### config.mk
export PLATFORM = sky130hd
export DESIGN_NAME = periodic_task_dispatch_table
export DESIGN_NICKNAME = d
export VERILOG_FILES = /design/src/hdl/ptdt_pkg.sv /design/src/hdl/ptdt_ctrl.sv /design/src/hdl/ptdt_datapath.sv /design/src/hdl/periodic_task_dispatch_table.sv
export VERILOG_INCLUDE_DIRS = /design/src /design/src/hdl
export SDC_FILE = /design/constraint.sdc
export NUM_CORES = 1
export LEC_CHECK = 0
export ABC_AREA = 1
export BUFFER_PORTS_ARGS = -buffer_cell sky130_fd_sc_hd__buf_2
export CAP_MARGIN = 10
export CORE_UTILIZATION = 30
export CTS_BUF_LIST = sky130_fd_sc_hd__clkbuf_2 sky130_fd_sc_hd__clkbuf_4 sky130_fd_sc_hd__clkbuf_8
export DETAILED_ROUTE_END_ITERATION = 8
export SETUP_SLACK_MARGIN = 0.3
export SLEW_MARGIN = 5
export SYNTH_ARGS = -nofsm -noshare
export SYNTH_HDL_FRONTEND = slang
export SYNTH_SLANG_ARGS = --single-unit
### constraint.sdc
create_clock -name clk -period 8.85 [get_ports clk]
set_clock_uncertainty 0.2 [all_clocks]
set_input_delay 1.77 -clock clk [delete_from_list [all_inputs] [get_ports clk]]
set_output_delay 1.77 -clock clk [all_outputs]
set_load 0.02 [all_outputs]
### src/hdl/periodic_task_dispatch_table_defines.svh
// ----------------------------------------------------------------------------
// Periodic task dispatch table - assertion macros
// Shared concurrent assertion forms used at the top level.
// ----------------------------------------------------------------------------
`ifndef PERIODIC_TASK_DISPATCH_TABLE_DEFINES_SVH
`define PERIODIC_TASK_DISPATCH_TABLE_DEFINES_SVH

// same-cycle implication, disabled while in reset
`define PTDT_ASSERT_IMP(lbl, ck, rstn, ante, cons) \
    lbl: assert property (@(posedge ck) disable iff (!(rstn)) (ante) |-> (cons)) \
        else $error("ptdt: same-cycle check failed");

// next-cycle implication, disabled while in reset
`define PTDT_ASSERT_NXT(lbl, ck, rstn, ante, cons) \
    lbl: assert property (@(posedge ck) disable iff (!(rstn)) (ante) |=> (cons)) \
        else $error("ptdt: next-cycle check failed");

`endif

### src/hdl/ptdt_pkg.sv
// ----------------------------------------------------------------------------
// ptdt_pkg
// Types and constants of the periodic task dispatch table.
// ----------------------------------------------------------------------------
`default_nettype none

package ptdt_pkg;

    localparam int TASK_SLOTS = 16;
    localparam int MAX_OUT    = 16;
    localparam int SLOT_W     = (TASK_SLOTS > 1) ? $clog2(TASK_SLOTS) : 1;
    localparam int CNT_W      = $clog2(MAX_OUT + 1);

    localparam int S_DATA_W = 88;
    localparam int M_DATA_W = 24;

    localparam logic [1:0] OP_REGISTER   = 2'd0;
    localparam logic [1:0] OP_DEREGISTER = 2'd1;
    localparam logic [1:0] OP_TICK       = 2'd2;

    localparam logic [1:0] STAT_OK      = 2'd0;
    localparam logic [1:0] STAT_DUP     = 2'd1;
    localparam logic [1:0] STAT_FULL    = 2'd2;
    localparam logic [1:0] STAT_MISSING = 2'd3;

    typedef enum logic [1:0] {
        ST_IDLE,
        ST_SCAN,
        ST_FINISH
    } state_t;

    typedef struct packed {
        logic load;
        logic step;
        logic finish;
    } cmd_t;

    typedef struct packed {
        logic scan_end;
        logic stall;
        logic out_free;
    } stat_t;

endpackage

`default_nettype wire

### src/hdl/ptdt_ctrl.sv
// ----------------------------------------------------------------------------
// ptdt_ctrl
// Sequencer: accept one beat, scan the slot table, then post the final result.
// ----------------------------------------------------------------------------
`default_nettype none

module ptdt_ctrl (
    input  wire logic           clk,
    input  wire logic           rst_n,
    input  wire logic           s_tvalid,
    output logic                s_tready,
    input  wire ptdt_pkg::stat_t stat,
    output ptdt_pkg::cmd_t      cmd
);
    import ptdt_pkg::*;

    state_t state_reg;
    state_t state_next;

    always_ff @(posedge clk or negedge rst_n)
    begin
        if (!rst_n)
        begin
            state_reg <= ST_IDLE;
        end
        else
        begin
            state_reg <= state_next;
        end
    end

    always_comb
    begin
        state_next = state_reg;
        unique case (state_reg)
            ST_IDLE:
            begin
                if (s_tvalid)
                begin
                    state_next = ST_SCAN;
                end
            end
            ST_SCAN:
            begin
                if (!stat.stall && stat.scan_end)
                begin
                    state_next = ST_FINISH;
                end
            end
            ST_FINISH:
            begin
                if (stat.out_free)
                begin
                    state_next = ST_IDLE;
                end
            end
            default:
            begin
                state_next = ST_IDLE;
            end
        endcase
    end

    always_comb
    begin
        s_tready   = 1'b0;
        cmd.load   = 1'b0;
        cmd.step   = 1'b0;
        cmd.finish = 1'b0;
        unique case (state_reg)
            ST_IDLE:
            begin
                s_tready = 1'b1;
                cmd.load = s_tvalid;
            end
            ST_SCAN:
            begin
                cmd.step = !stat.stall;
            end
            ST_FINISH:
            begin
                cmd.finish = stat.out_free;
            end
            default:
            begin
                s_tready = 1'b0;
            end
        endcase
    end

endmodule

`default_nettype wire

### src/hdl/ptdt_datapath.sv
// ----------------------------------------------------------------------------
// ptdt_datapath
// Slot table, scan pointer, search flags, pending dispatch and output register.
// ----------------------------------------------------------------------------
`default_nettype none

module ptdt_datapath (
    input  wire logic                            clk,
    input  wire logic                            rst_n,
    input  wire logic [ptdt_pkg::S_DATA_W-1:0]   s_tdata,
    input  wire logic [1:0]                      s_tuser,
    output logic                                 m_tvalid,
    input  wire logic                            m_tready,
    output logic [ptdt_pkg::M_DATA_W-1:0]        m_tdata,
    output logic [0:0]                           m_tuser,
    output logic                                 m_tlast,
    input  wire ptdt_pkg::cmd_t                  cmd,
    output ptdt_pkg::stat_t                      stat
);
    import ptdt_pkg::*;

    // slot table
    logic [TASK_SLOTS-1:0] active_reg;
    logic [15:0]           key_tab_reg  [TASK_SLOTS];
    logic [31:0]           intv_tab_reg [TASK_SLOTS];
    logic [31:0]           run_tab_reg  [TASK_SLOTS];
    logic [TASK_SLOTS-1:0] rep_tab_reg;

    // current item
    logic [1:0]  op_reg;
    logic [15:0] key_reg;
    logic [31:0] intv_reg;
    logic        rep_reg;
    logic [31:0] now_reg;

    // scan state
    logic [SLOT_W-1:0] idx_reg;
    logic              match_reg;
    logic [SLOT_W-1:0] match_idx_reg;
    logic              free_reg;
    logic [SLOT_W-1:0] free_idx_reg;
    logic [CNT_W-1:0]  cnt_reg;
    logic              pend_reg;
    logic [15:0]       pend_key_reg;
    logic [3:0]        pend_slot_reg;

    // output register
    logic        out_valid_reg;
    logic [1:0]  out_status_reg;
    logic        out_dv_reg;
    logic [15:0] out_key_reg;
    logic [3:0]  out_slot_reg;
    logic        out_last_reg;

    logic        cur_active;
    logic [31:0] elapsed;
    logic        key_hit;
    logic        due;
    logic        advance;
    logic        push;
    logic        out_free;
    logic        reg_ok;
    logic [1:0]  fin_status;

    assign cur_active = active_reg[idx_reg];
    assign elapsed    = now_reg - run_tab_reg[idx_reg];
    assign key_hit    = cur_active && (key_tab_reg[idx_reg] == key_reg);
    assign due        = (op_reg == OP_TICK) && cur_active && (elapsed >= intv_tab_reg[idx_reg])
                        && (cnt_reg < CNT_W'(MAX_OUT));
    assign out_free   = !out_valid_reg || m_tready;

    assign stat.scan_end = (idx_reg == SLOT_W'(TASK_SLOTS - 1));
    assign stat.stall    = due && pend_reg && !out_free;
    assign stat.out_free = out_free;

    assign advance = cmd.step;
    assign push    = advance && due && pend_reg;
    assign reg_ok  = (op_reg == OP_REGISTER) && !match_reg && free_reg;

    always_comb
    begin
        case (op_reg)
            OP_REGISTER:
            begin
                if (match_reg)
                begin
                    fin_status = STAT_DUP;
                end
                else if (free_reg)
                begin
                    fin_status = STAT_OK;
                end
                else
                begin
                    fin_status = STAT_FULL;
                end
            end
            OP_DEREGISTER:
            begin
                fin_status = match_reg ? STAT_OK : STAT_MISSING;
            end
            default:
            begin
                fin_status = STAT_OK;
            end
        endcase
    end

    // control state
    always_ff @(posedge clk or negedge rst_n)
    begin
        if (!rst_n)
        begin
            active_reg    <= '0;
            idx_reg       <= '0;
            match_reg     <= 1'b0;
            free_reg      <= 1'b0;
            cnt_reg       <= '0;
            pend_reg      <= 1'b0;
            out_valid_reg <= 1'b0;
        end
        else
        begin
            if (push || cmd.finish)
            begin
                out_valid_reg <= 1'b1;
            end
            else if (m_tready)
            begin
                out_valid_reg <= 1'b0;
            end
            if (cmd.load)
            begin
                idx_reg   <= '0;
                match_reg <= 1'b0;
                free_reg  <= 1'b0;
                cnt_reg   <= '0;
                pend_reg  <= 1'b0;
            end
            if (advance)
            begin
                idx_reg <= idx_reg + SLOT_W'(1);
                if (key_hit)
                begin
                    match_reg <= 1'b1;
                end
                if (!cur_active)
                begin
                    free_reg <= 1'b1;
                end
                if (due)
                begin
                    pend_reg <= 1'b1;
                    cnt_reg  <= cnt_reg + CNT_W'(1);
                    if (!rep_tab_reg[idx_reg])
                    begin
                        active_reg[idx_reg] <= 1'b0;
                    end
                end
            end
            if (cmd.finish)
            begin
                if (reg_ok)
                begin
                    active_reg[free_idx_reg] <= 1'b1;
                end
                if ((op_reg == OP_DEREGISTER) && match_reg)
                begin
                    active_reg[match_idx_reg] <= 1'b0;
                end
            end
        end
    end

    // payload
    always_ff @(posedge clk)
    begin
        if (cmd.load)
        begin
            op_reg   <= s_tuser;
            key_reg  <= s_tdata[15:0];
            intv_reg <= s_tdata[47:16];
            rep_reg  <= s_tdata[48];
            now_reg  <= s_tdata[80:49];
        end
        if (advance)
        begin
            if (key_hit && !match_reg)
            begin
                match_idx_reg <= idx_reg;
            end
            if (!cur_active && !free_reg)
            begin
                free_idx_reg <= idx_reg;
            end
            if (due)
            begin
                pend_key_reg  <= key_tab_reg[idx_reg];
                pend_slot_reg <= 4'(idx_reg);
                if (rep_tab_reg[idx_reg])
                begin
                    run_tab_reg[idx_reg] <= now_reg;
                end
            end
            if (push)
            begin
                out_status_reg <= STAT_OK;
                out_dv_reg     <= 1'b1;
                out_key_reg    <= pend_key_reg;
                out_slot_reg   <= pend_slot_reg;
                out_last_reg   <= 1'b0;
            end
        end
        if (cmd.finish)
        begin
            out_status_reg <= fin_status;
            out_last_reg   <= 1'b1;
            if ((op_reg == OP_TICK) && pend_reg)
            begin
                out_dv_reg   <= 1'b1;
                out_key_reg  <= pend_key_reg;
                out_slot_reg <= pend_slot_reg;
            end
            else
            begin
                out_dv_reg   <= 1'b0;
                out_key_reg  <= '0;
                out_slot_reg <= '0;
            end
            if (reg_ok)
            begin
                key_tab_reg[free_idx_reg]  <= key_reg;
                intv_tab_reg[free_idx_reg] <= intv_reg;
                run_tab_reg[free_idx_reg]  <= '0;
                rep_tab_reg[free_idx_reg]  <= rep_reg;
            end
        end
    end

    assign m_tvalid = out_valid_reg;
    assign m_tdata  = {2'b00, out_slot_reg, out_key_reg, out_status_reg};
    assign m_tuser  = out_dv_reg;
    assign m_tlast  = out_last_reg;

endmodule

`default_nettype wire

### src/hdl/periodic_task_dispatch_table.sv
// ----------------------------------------------------------------------------
// periodic_task_dispatch_table
// Task slot table with register, deregister and timed dispatch.
// ----------------------------------------------------------------------------
// Usage:
//   Input beats on s_*: s_tuser is the op (register, deregister, tick), s_tdata
//   carries key, interval, periodic mark and current time.
//   Result beats on m_*: m_tuser flags a dispatch, m_tdata carries status, key
//   and slot, m_tlast marks the final result of an input beat.
//   Every input beat runs one scan over the slot table, one slot per cycle
//   unless a due task waits on a busy output.
//   Register and deregister give one result. A tick gives one dispatch per
//   due task in slot order, or one empty result when nothing is due.
//   Reset empties the table; no clearing pass is needed.
//   A stalled receiver holds the output register; the scan stops on the next
//   due task until the result is taken. A new input beat is taken as soon as
//   the previous final result sits in the output register.
// ----------------------------------------------------------------------------
`default_nettype none

`include "periodic_task_dispatch_table_defines.svh"

module periodic_task_dispatch_table (
    input  wire logic                          clk,
    input  wire logic                          rst_n,
    // s_tdata: task_key[15:0], interval_ms[47:16], periodic[48], now_ms[80:49]
    input  wire logic                          s_tvalid,
    output logic                               s_tready,
    input  wire logic [ptdt_pkg::S_DATA_W-1:0] s_tdata,
    // s_tuser: op[1:0]
    input  wire logic [1:0]                    s_tuser,
    output logic                               m_tvalid,
    input  wire logic                          m_tready,
    // m_tdata: status[1:0], due_key[17:2], due_slot[21:18]
    output logic [ptdt_pkg::M_DATA_W-1:0]      m_tdata,
    // m_tuser: dispatch_valid[0]
    output logic [0:0]                         m_tuser,
    output logic                               m_tlast
);
    import ptdt_pkg::*;

    cmd_t  cmd;
    stat_t stat;

    ptdt_ctrl u_ctrl (
        .clk      (clk),
        .rst_n    (rst_n),
        .s_tvalid (s_tvalid),
        .s_tready (s_tready),
        .stat     (stat),
        .cmd      (cmd)
    );

    ptdt_datapath u_datapath (
        .clk      (clk),
        .rst_n    (rst_n),
        .s_tdata  (s_tdata),
        .s_tuser  (s_tuser),
        .m_tvalid (m_tvalid),
        .m_tready (m_tready),
        .m_tdata  (m_tdata),
        .m_tuser  (m_tuser),
        .m_tlast  (m_tlast),
        .cmd      (cmd),
        .stat     (stat)
    );

    `PTDT_ASSERT_NXT(a_busy_after_accept, clk, rst_n, s_tvalid && s_tready, !s_tready)
    `PTDT_ASSERT_IMP(a_empty_is_last, clk, rst_n, m_tvalid && !m_tuser[0], m_tlast)
    `PTDT_ASSERT_IMP(a_dispatch_ok, clk, rst_n, m_tvalid && m_tuser[0], m_tdata[1:0] == STAT_OK)

endmodule

`default_nettype wire
-- Word level (Yosys, flattened, before mapping)
Memories as Yosys holds them, arrays and structs flattened.
Cells that the tools add are included.
- flip-flop bits (word level): 182
- bits in writable memories: 1280
- input bits: 94
- output and inout bits: 28
- word-level logic and storage cells: 162
- memories: 3
- add/sub/neg operators: 3
- magnitude comparators: 8
- equal/unequal tests: 9
- mux-type cells: 71
- bitwise operators: 5
- reduce and logical (&&, ||, !) cells: 40
- memories (memory ; depth ; width ; read ports ; clocked after memory_dff ; write ports ; RTL line ; source):
    u_datapath.intv_tab_reg ; 16 ; 32 ; 1 ; 0 ; 1 ; ptdt_datapath.sv:25 ; logic [31:0] intv_tab_reg [TASK_SLOTS];
    u_datapath.run_tab_reg ; 16 ; 32 ; 1 ; 0 ; 1 ; ptdt_datapath.sv:26 ; logic [31:0] run_tab_reg [TASK_SLOTS];
    u_datapath.key_tab_reg ; 16 ; 16 ; 1 ; 0 ; 1 ; ptdt_datapath.sv:24 ; logic [15:0] key_tab_reg [TASK_SLOTS];
- operator list (kind ; number):
    16-bit 2-to-1 mux ; 11
    16-bit AND ; 2
    32-bit >= comparator ; 1
    1-bit 2-to-1 mux ; 32
    32-bit 2-to-1 mux ; 1
    16-bit NOT ; 2
    32-bit OR reduction ; 1
    32-bit subtractor ; 1
    4-bit 2-to-1 mux ; 7
    1-bit logical AND ; 18
    2-bit 2-to-1 mux ; 9
    16-bit bitwise mux ; 1
    16-bit == test ; 1
    16-bit OR ; 1
    4-bit by 5-bit < comparator with 1-bit output, second input constant ; 3
    5-bit 2-to-1 mux ; 3
    1-bit demux with 4-bit select ; 3
    4-bit by 1-bit >= comparator with 1-bit output, second input constant ; 3
    2-bit AND reduction ; 6
    1-bit binary-select mux with 4-bit select ; 2
    2-bit nonzero test ; 4
    1-bit logical NOT ; 6
    2-bit one-hot mux with 3 select lines ; 1
    5-bit by 1-bit adder with 5-bit output, second input constant ; 1
    other kinds (11) ; 16

-- Depth between registers and ports, before layout
- depth after elaboration: 16
- gate-level depth with buffers: 39

-- Cells and area by module
From an unflattened synthesis, not the netlist that was laid out.
- cell total of the unflattened synthesis: 4582
- area total of the unflattened synthesis: 59160.5 sq um
- by module, submodules not included (module ; times used ; cells an instance ; area each (sq um) ; seq. area each (sq um)):
    ptdt_datapath ; 1 ; 4562 ; 59030.4 ; 43686.9
    ptdt_ctrl ; 1 ; 20 ; 130.1 ; 50.0

-- Least setup slack after synthesis
OpenSTA, ideal clock, no wires.
- path kind: reg2reg
- start: register u_datapath.idx_reg[0]
- end: memory u_datapath.run_tab_reg[0][0], enable pin
- library setup time: 0.421 ns
- arrival time: 6.491 ns
- setup slack: 1.738 ns
- stages on the path, launching flop included: 36
- path buffers: 8
- cells stage by stage: dfrtp_1 -> buf_6 -> buf_8 -> buf_6 -> buf_6 -> buf_6 -> buf_2 -> buf_2 -> o21ai_0 -> o22ai_1 -> nand2_1 -> nand4_1 -> ha_1 -> inv_1 -> fa_1 -> nand3_1 -> nand2_1 -> a21oi_1 -> o21ai_0 -> a21boi_0 -> o21ai_0 -> nand2_1 -> nand2_1 -> xor2_1 -> ha_1 -> nand2_1 -> nor2_1 -> nand4_1 -> nor2_1 -> nand4_1 -> nand3_1 -> nand4_1 -> buf_2 -> o21ai_4 -> nand2_1 -> nor2_1
- cells in the longest elaborated chain, start to end: 12
- elaborated cells on any way between the ends: 21
- classes of those cells: 1 x add/sub; 1 x order compare; 11 x mux; 6 x reduce/logical; 2 x memory
- ends and longest elaborated chain (element ; RTL line ; source):
    start, declared ; ptdt_datapath.sv:37 ; logic [SLOT_W-1:0] idx_reg;
    start signal, assigned ; ptdt_datapath.sv:142 ; idx_reg <= idx_reg + SLOT_W'(1);
    memory 16 x 32 bit / 1-bit binary-select mux with 4-bit select (equally long branches) ; n/a ;
    32-bit subtractor / 1-bit 2-to-1 mux (equally long branches) ; ptdt_datapath.sv:66, ptdt_datapath.sv:65 ;
    32-bit >= comparator / 1-bit logical AND (equally long branches) ; ptdt_datapath.sv:68 ; assign due = (op_reg == OP_TICK) && cur_active && (elapsed >= intv_tab_reg[idx_reg])
    1-bit logical AND ; ptdt_datapath.sv:68 ;
    1-bit logical AND ; ptdt_datapath.sv:69 ; && (cnt_reg < CNT_W'(MAX_OUT));
    1-bit logical AND (2 in series) ; ptdt_datapath.sv:73 ; assign stat.stall = due && pend_reg && !out_free;
    1-bit logical NOT ; ptdt_ctrl.sv:78 ; cmd.step = !stat.stall;
    1-bit 2-to-1 mux ; ptdt_ctrl.sv:70 ; unique case (state_reg)
    1-bit 2-to-1 mux ; ptdt_datapath.sv:186 ; if (advance)
    1-bit 2-to-1 mux (not written as such) ; ptdt_datapath.sv:202 ; run_tab_reg[idx_reg] <= now_reg;
    1-bit 2-to-1 mux (no line) ; n/a ;
    end, declared ; ptdt_datapath.sv:26 ;
Parallel ways exist; a longest one is shown, timed or not. The select of a mux whose other input is x is not followed.

-- Worst setup path in the final report
- start: register u_datapath.idx_reg[1]
- end: memory u_datapath.run_tab_reg[3][6], enable pin
Same word-level chain as after synthesis.

==> impl_results.md <==
* Status: finished, final reports clean
* Cell family with most CP delay: compound AO/OA/AOI/OAI gates
* Ys async rst share at 0.02120
* Commonest non-fill, non-tap cell in the layout: edfxtp_1
* Drt first pass iters at 7
* Synth cell types at 46
* Placement row count at around 160
* Port buffer count at about 110
* Fillcell total at between 15000 and 20000
* Root Driver: clkbuf_8
* Most frequent cells in the layout: edfxtp_1 (1430), nor2_1 (820), o21ai_0 (608), nand2_1 (520), o22ai_1 (259)
* Met1 usage at 0.2106
* Die Area at approximately 200000 µm²
* Post-DRT Antenna Nets at 0
* Vias at between 30000 and 40000
* Vias in the first global route at around 36000
* Clock-pin slew on the worst setup and hold paths at about 0.07 ns
* Crit path arrival time at approximately 8.4 ns
* Peak supply drop at ~0.00032 V
* RSZ-0062 raised after global routing: false
* Detail Placement HPWL at about 86 mm
* Inserted Clock Buffers at roughly 220
* Final net count at 5045
* Met2 GRT Util at 0.2551
* Buf/Inv on CP at 3
* Fin Setup TNS at 0 ns
* Layout cells sized above 1 at 0.1196
* P_leak at approximately 23 nW
* Max cap viols at 0
* I/O pin count at around 120
* Largest net degree at the start of global routing at between 150 and 200
* Fmax at around 130 MHz
* Total Routing Usage GR at 0.1560
* Top cell by count, worst path: nand2_1
* Slew Viols, Final at 0
* Worst hold stages at 2
* Crit. End Element: flip-flop
* Clk sinks at roughly 1500
* CP Launch Point: u_datapath.idx_reg[1]$_DFFE_PN0P_
* Worst Path Required at roughly 9.2 ns
* Final Hold Violating Endpoints at 0
* Hold_sp: u_datapath.m_tlast$_SDFFE_PP1P_
* DIE HEIGHT at 447.7 µm
* Die X at between 400 and 500 µm
* Ys flop type: edfxtp_1
* Syn Inst Count at between 4000 and 5000
* WL/cell at between 20 and 25 µm
* R2R depth at 27
* R2R setup slack at approximately 0.86 ns
* Reg-to-Reg End: u_datapath.run_tab_reg[3][6]$_DFFE_PP_
* Fin crit share at 0.9031
* EDFF count, synth at approximately 1400
* Core Footprint at ~200000 µm²
* Initial antenna violation count at 8
* CP Max Fanout at 54
* Relative slew slack at 0.2114
* Clock buffer depth at 3
* Area after DPL at about 63000 µm²
* Busiest grt layer: met2
* Gr ovfl total at 0
* Initial Util at 0.3019
* Number of synthesized register bits at about 1500
* # DRC at 0
* Critical Path Slowest Stage Cell: dfrtp_4
* Clk_lat worst skew at approximately 0.95 ns
* Setup CP Type: reg2reg
* CP max stage delay at approximately 0.89 ns
* DR vias/cell at 4.895
* CTS tree: yes
* Final setup violation count at 0
* Final non-filler cell area at 67810 µm²
* DRT Wirelength at 159.7 mm
* PD cells at ~330 nW/µm²
* # H-tree levels at 4
* Worst slew pin tran at between 1 and 1.5 ns
* Routability Congestion at between 0.8 and 0.9
* Met3 usage at 0.02623
* Mapped Area at slightly below 60000 µm²
* Avg Inst Size Synth at 12.62 µm²
* R2R Path Start: u_datapath.idx_reg[1]$_DFFE_PN0P_
* Area Growth Syn to Fin at 13.77%
* Worst Hold End: u_datapath.m_tlast$_SDFFE_PP1P_
* Critical path launch point type: flip-flop
* YS warnings at 0
* First-pass GRT wire length at around 230 mm
* First DRT Iteration DRCs at about 3400
* HP Class: reg2reg
* Crit path time final at about 8 ns
* Seq/Total Area, Yosys at 0.7338
==> cell type report <==
cell class	count	area [µm²]	area share
clock inverter	114	748.2	0.01103
clock buffer	297	3637	0.05364
timing repair buffer	200	1488	0.02194
antenna	3	7.507	0.0001107
sequential	1462	43740	0.6451
inverter	252	965.9	0.01424
multi-input combinational	2742	13920	0.2052
tap	2640	3303	0.04871
==> layer usage <==
metal / vias to the layer above / routed length [µm]
met3: 249 / 10610
met2: 1335 / 76110
met5: - / 0
met4: 0 / 3802
li1: 17453 / -
met1: 18702 / 69140
==> where the power goes <==
part           internal, W  switching [W]  total, W
clock              0.00289        0.00264   0.00553
sequential         0.00796       0.000315   0.00828
combinational      0.00267        0.00571   0.00838
total               0.0135        0.00866    0.0222
==> Yosys cell counts, types with 7 or more instances <==
master,count,share of area
nand3_1,67,0.0056
xnor2_1,8,0.0012
buf_2,67,0.0056
nor3_1,12,0.0010
nand2_1,520,0.033
nor2_1,857,0.054
buf_1,10,0.00063
buf_4,7,0.00088
dfrtp_1,31,0.013
nand4_1,13,0.0014
buf_6,20,0.0038
o21ai_0,608,0.051
o22ai_1,259,0.027
edfxtp_1,1430,0.72
o21bai_1,14,0.0018
a22o_1,61,0.0090
ha_1,69,0.014
inv_1,244,0.015
xor2_1,26,0.0038
clkbuf_1,162,0.010
o21ai_1,50,0.0042
a221oi_1,59,0.0087
inv_2,7,0.00044
a21oi_1,72,0.0060
==> worst max-delay path by stage <==
stage / endpoint / slack (ns) / cells past startpoint
floorplan: u_datapath.run_tab_reg[0][0]$_DFFE_PP_ / 1.74 / 35
detailed placement: u_datapath.run_tab_reg[3][7]$_DFFE_PP_ / 0.81 / 27
finish: u_datapath.run_tab_reg[3][6]$_DFFE_PP_ / 0.86 / 27
global route: u_datapath.run_tab_reg[3][6]$_DFFE_PP_ / 0.33 / 27
CTS: u_datapath.run_tab_reg[3][6]$_DFFE_PP_ / 0.75 / 27
global placement: u_datapath.run_tab_reg[3][28]$_DFFE_PP_ / 0.92 / 28
==> tightest hold or removal path: stages (launching register included) <==
cell and delay (ns):
dfxtp_1 0.31, nand2_1 0.06, nand2_1 0.04
==> per-stage QoR <==
step / power [W] / instances / hold WS [ns] / worst slack, ns / util
2_1_floorplan: 0.01414 / 4724 / 0.2392 / 1.738 / -
3_3_place_gp: 0.01662 / 7295 / 0.2309 / 0.9181 / 0.3211
3_5_place_dp: 0.01672 / 7295 / 0.2363 / 0.8062 / 0.3211
4_1_cts: 0.02226 / 7706 / 0.2506 / 0.7488 / 0.3433
5_1_grt: 0.02353 / 7710 / 0.2796 / 0.3327 / 0.3435
6_report: 0.02218 / 7710 / 0.2482 / 0.8575 / 0.3435
==> what timing repair did <==
item / in CTS / in global routing
endpoints found under the setup margin: 0 / 176
resized for setup: 0 / 1
setup buffers: 0 / 1
hold buffers: 0 / 0
==> kinds of logic (layout without fill, tap and decap cells) <==
| family | count (synthesis) | after routing | synth area share |
|---|---|---|---|
| AO/OA/AOI/OAI | 1154 | 1154 | 0.1127 |
| AND/OR/NAND/NOR | 1482 | 1482 | 0.09627 |
| XOR/XNOR | 34 | 34 | 0.004996 |
| adder cells (fa/ha/maj) | 70 | 70 | 0.01482 |
| buffers and inverters | 520 | 863 | 0.03733 |
| other | 1 | 5 | 0.00006292 |
| flip-flops | 1462 | 1462 | 0.7338 |
Note: power is estimated with default switching activity, not from simulation.
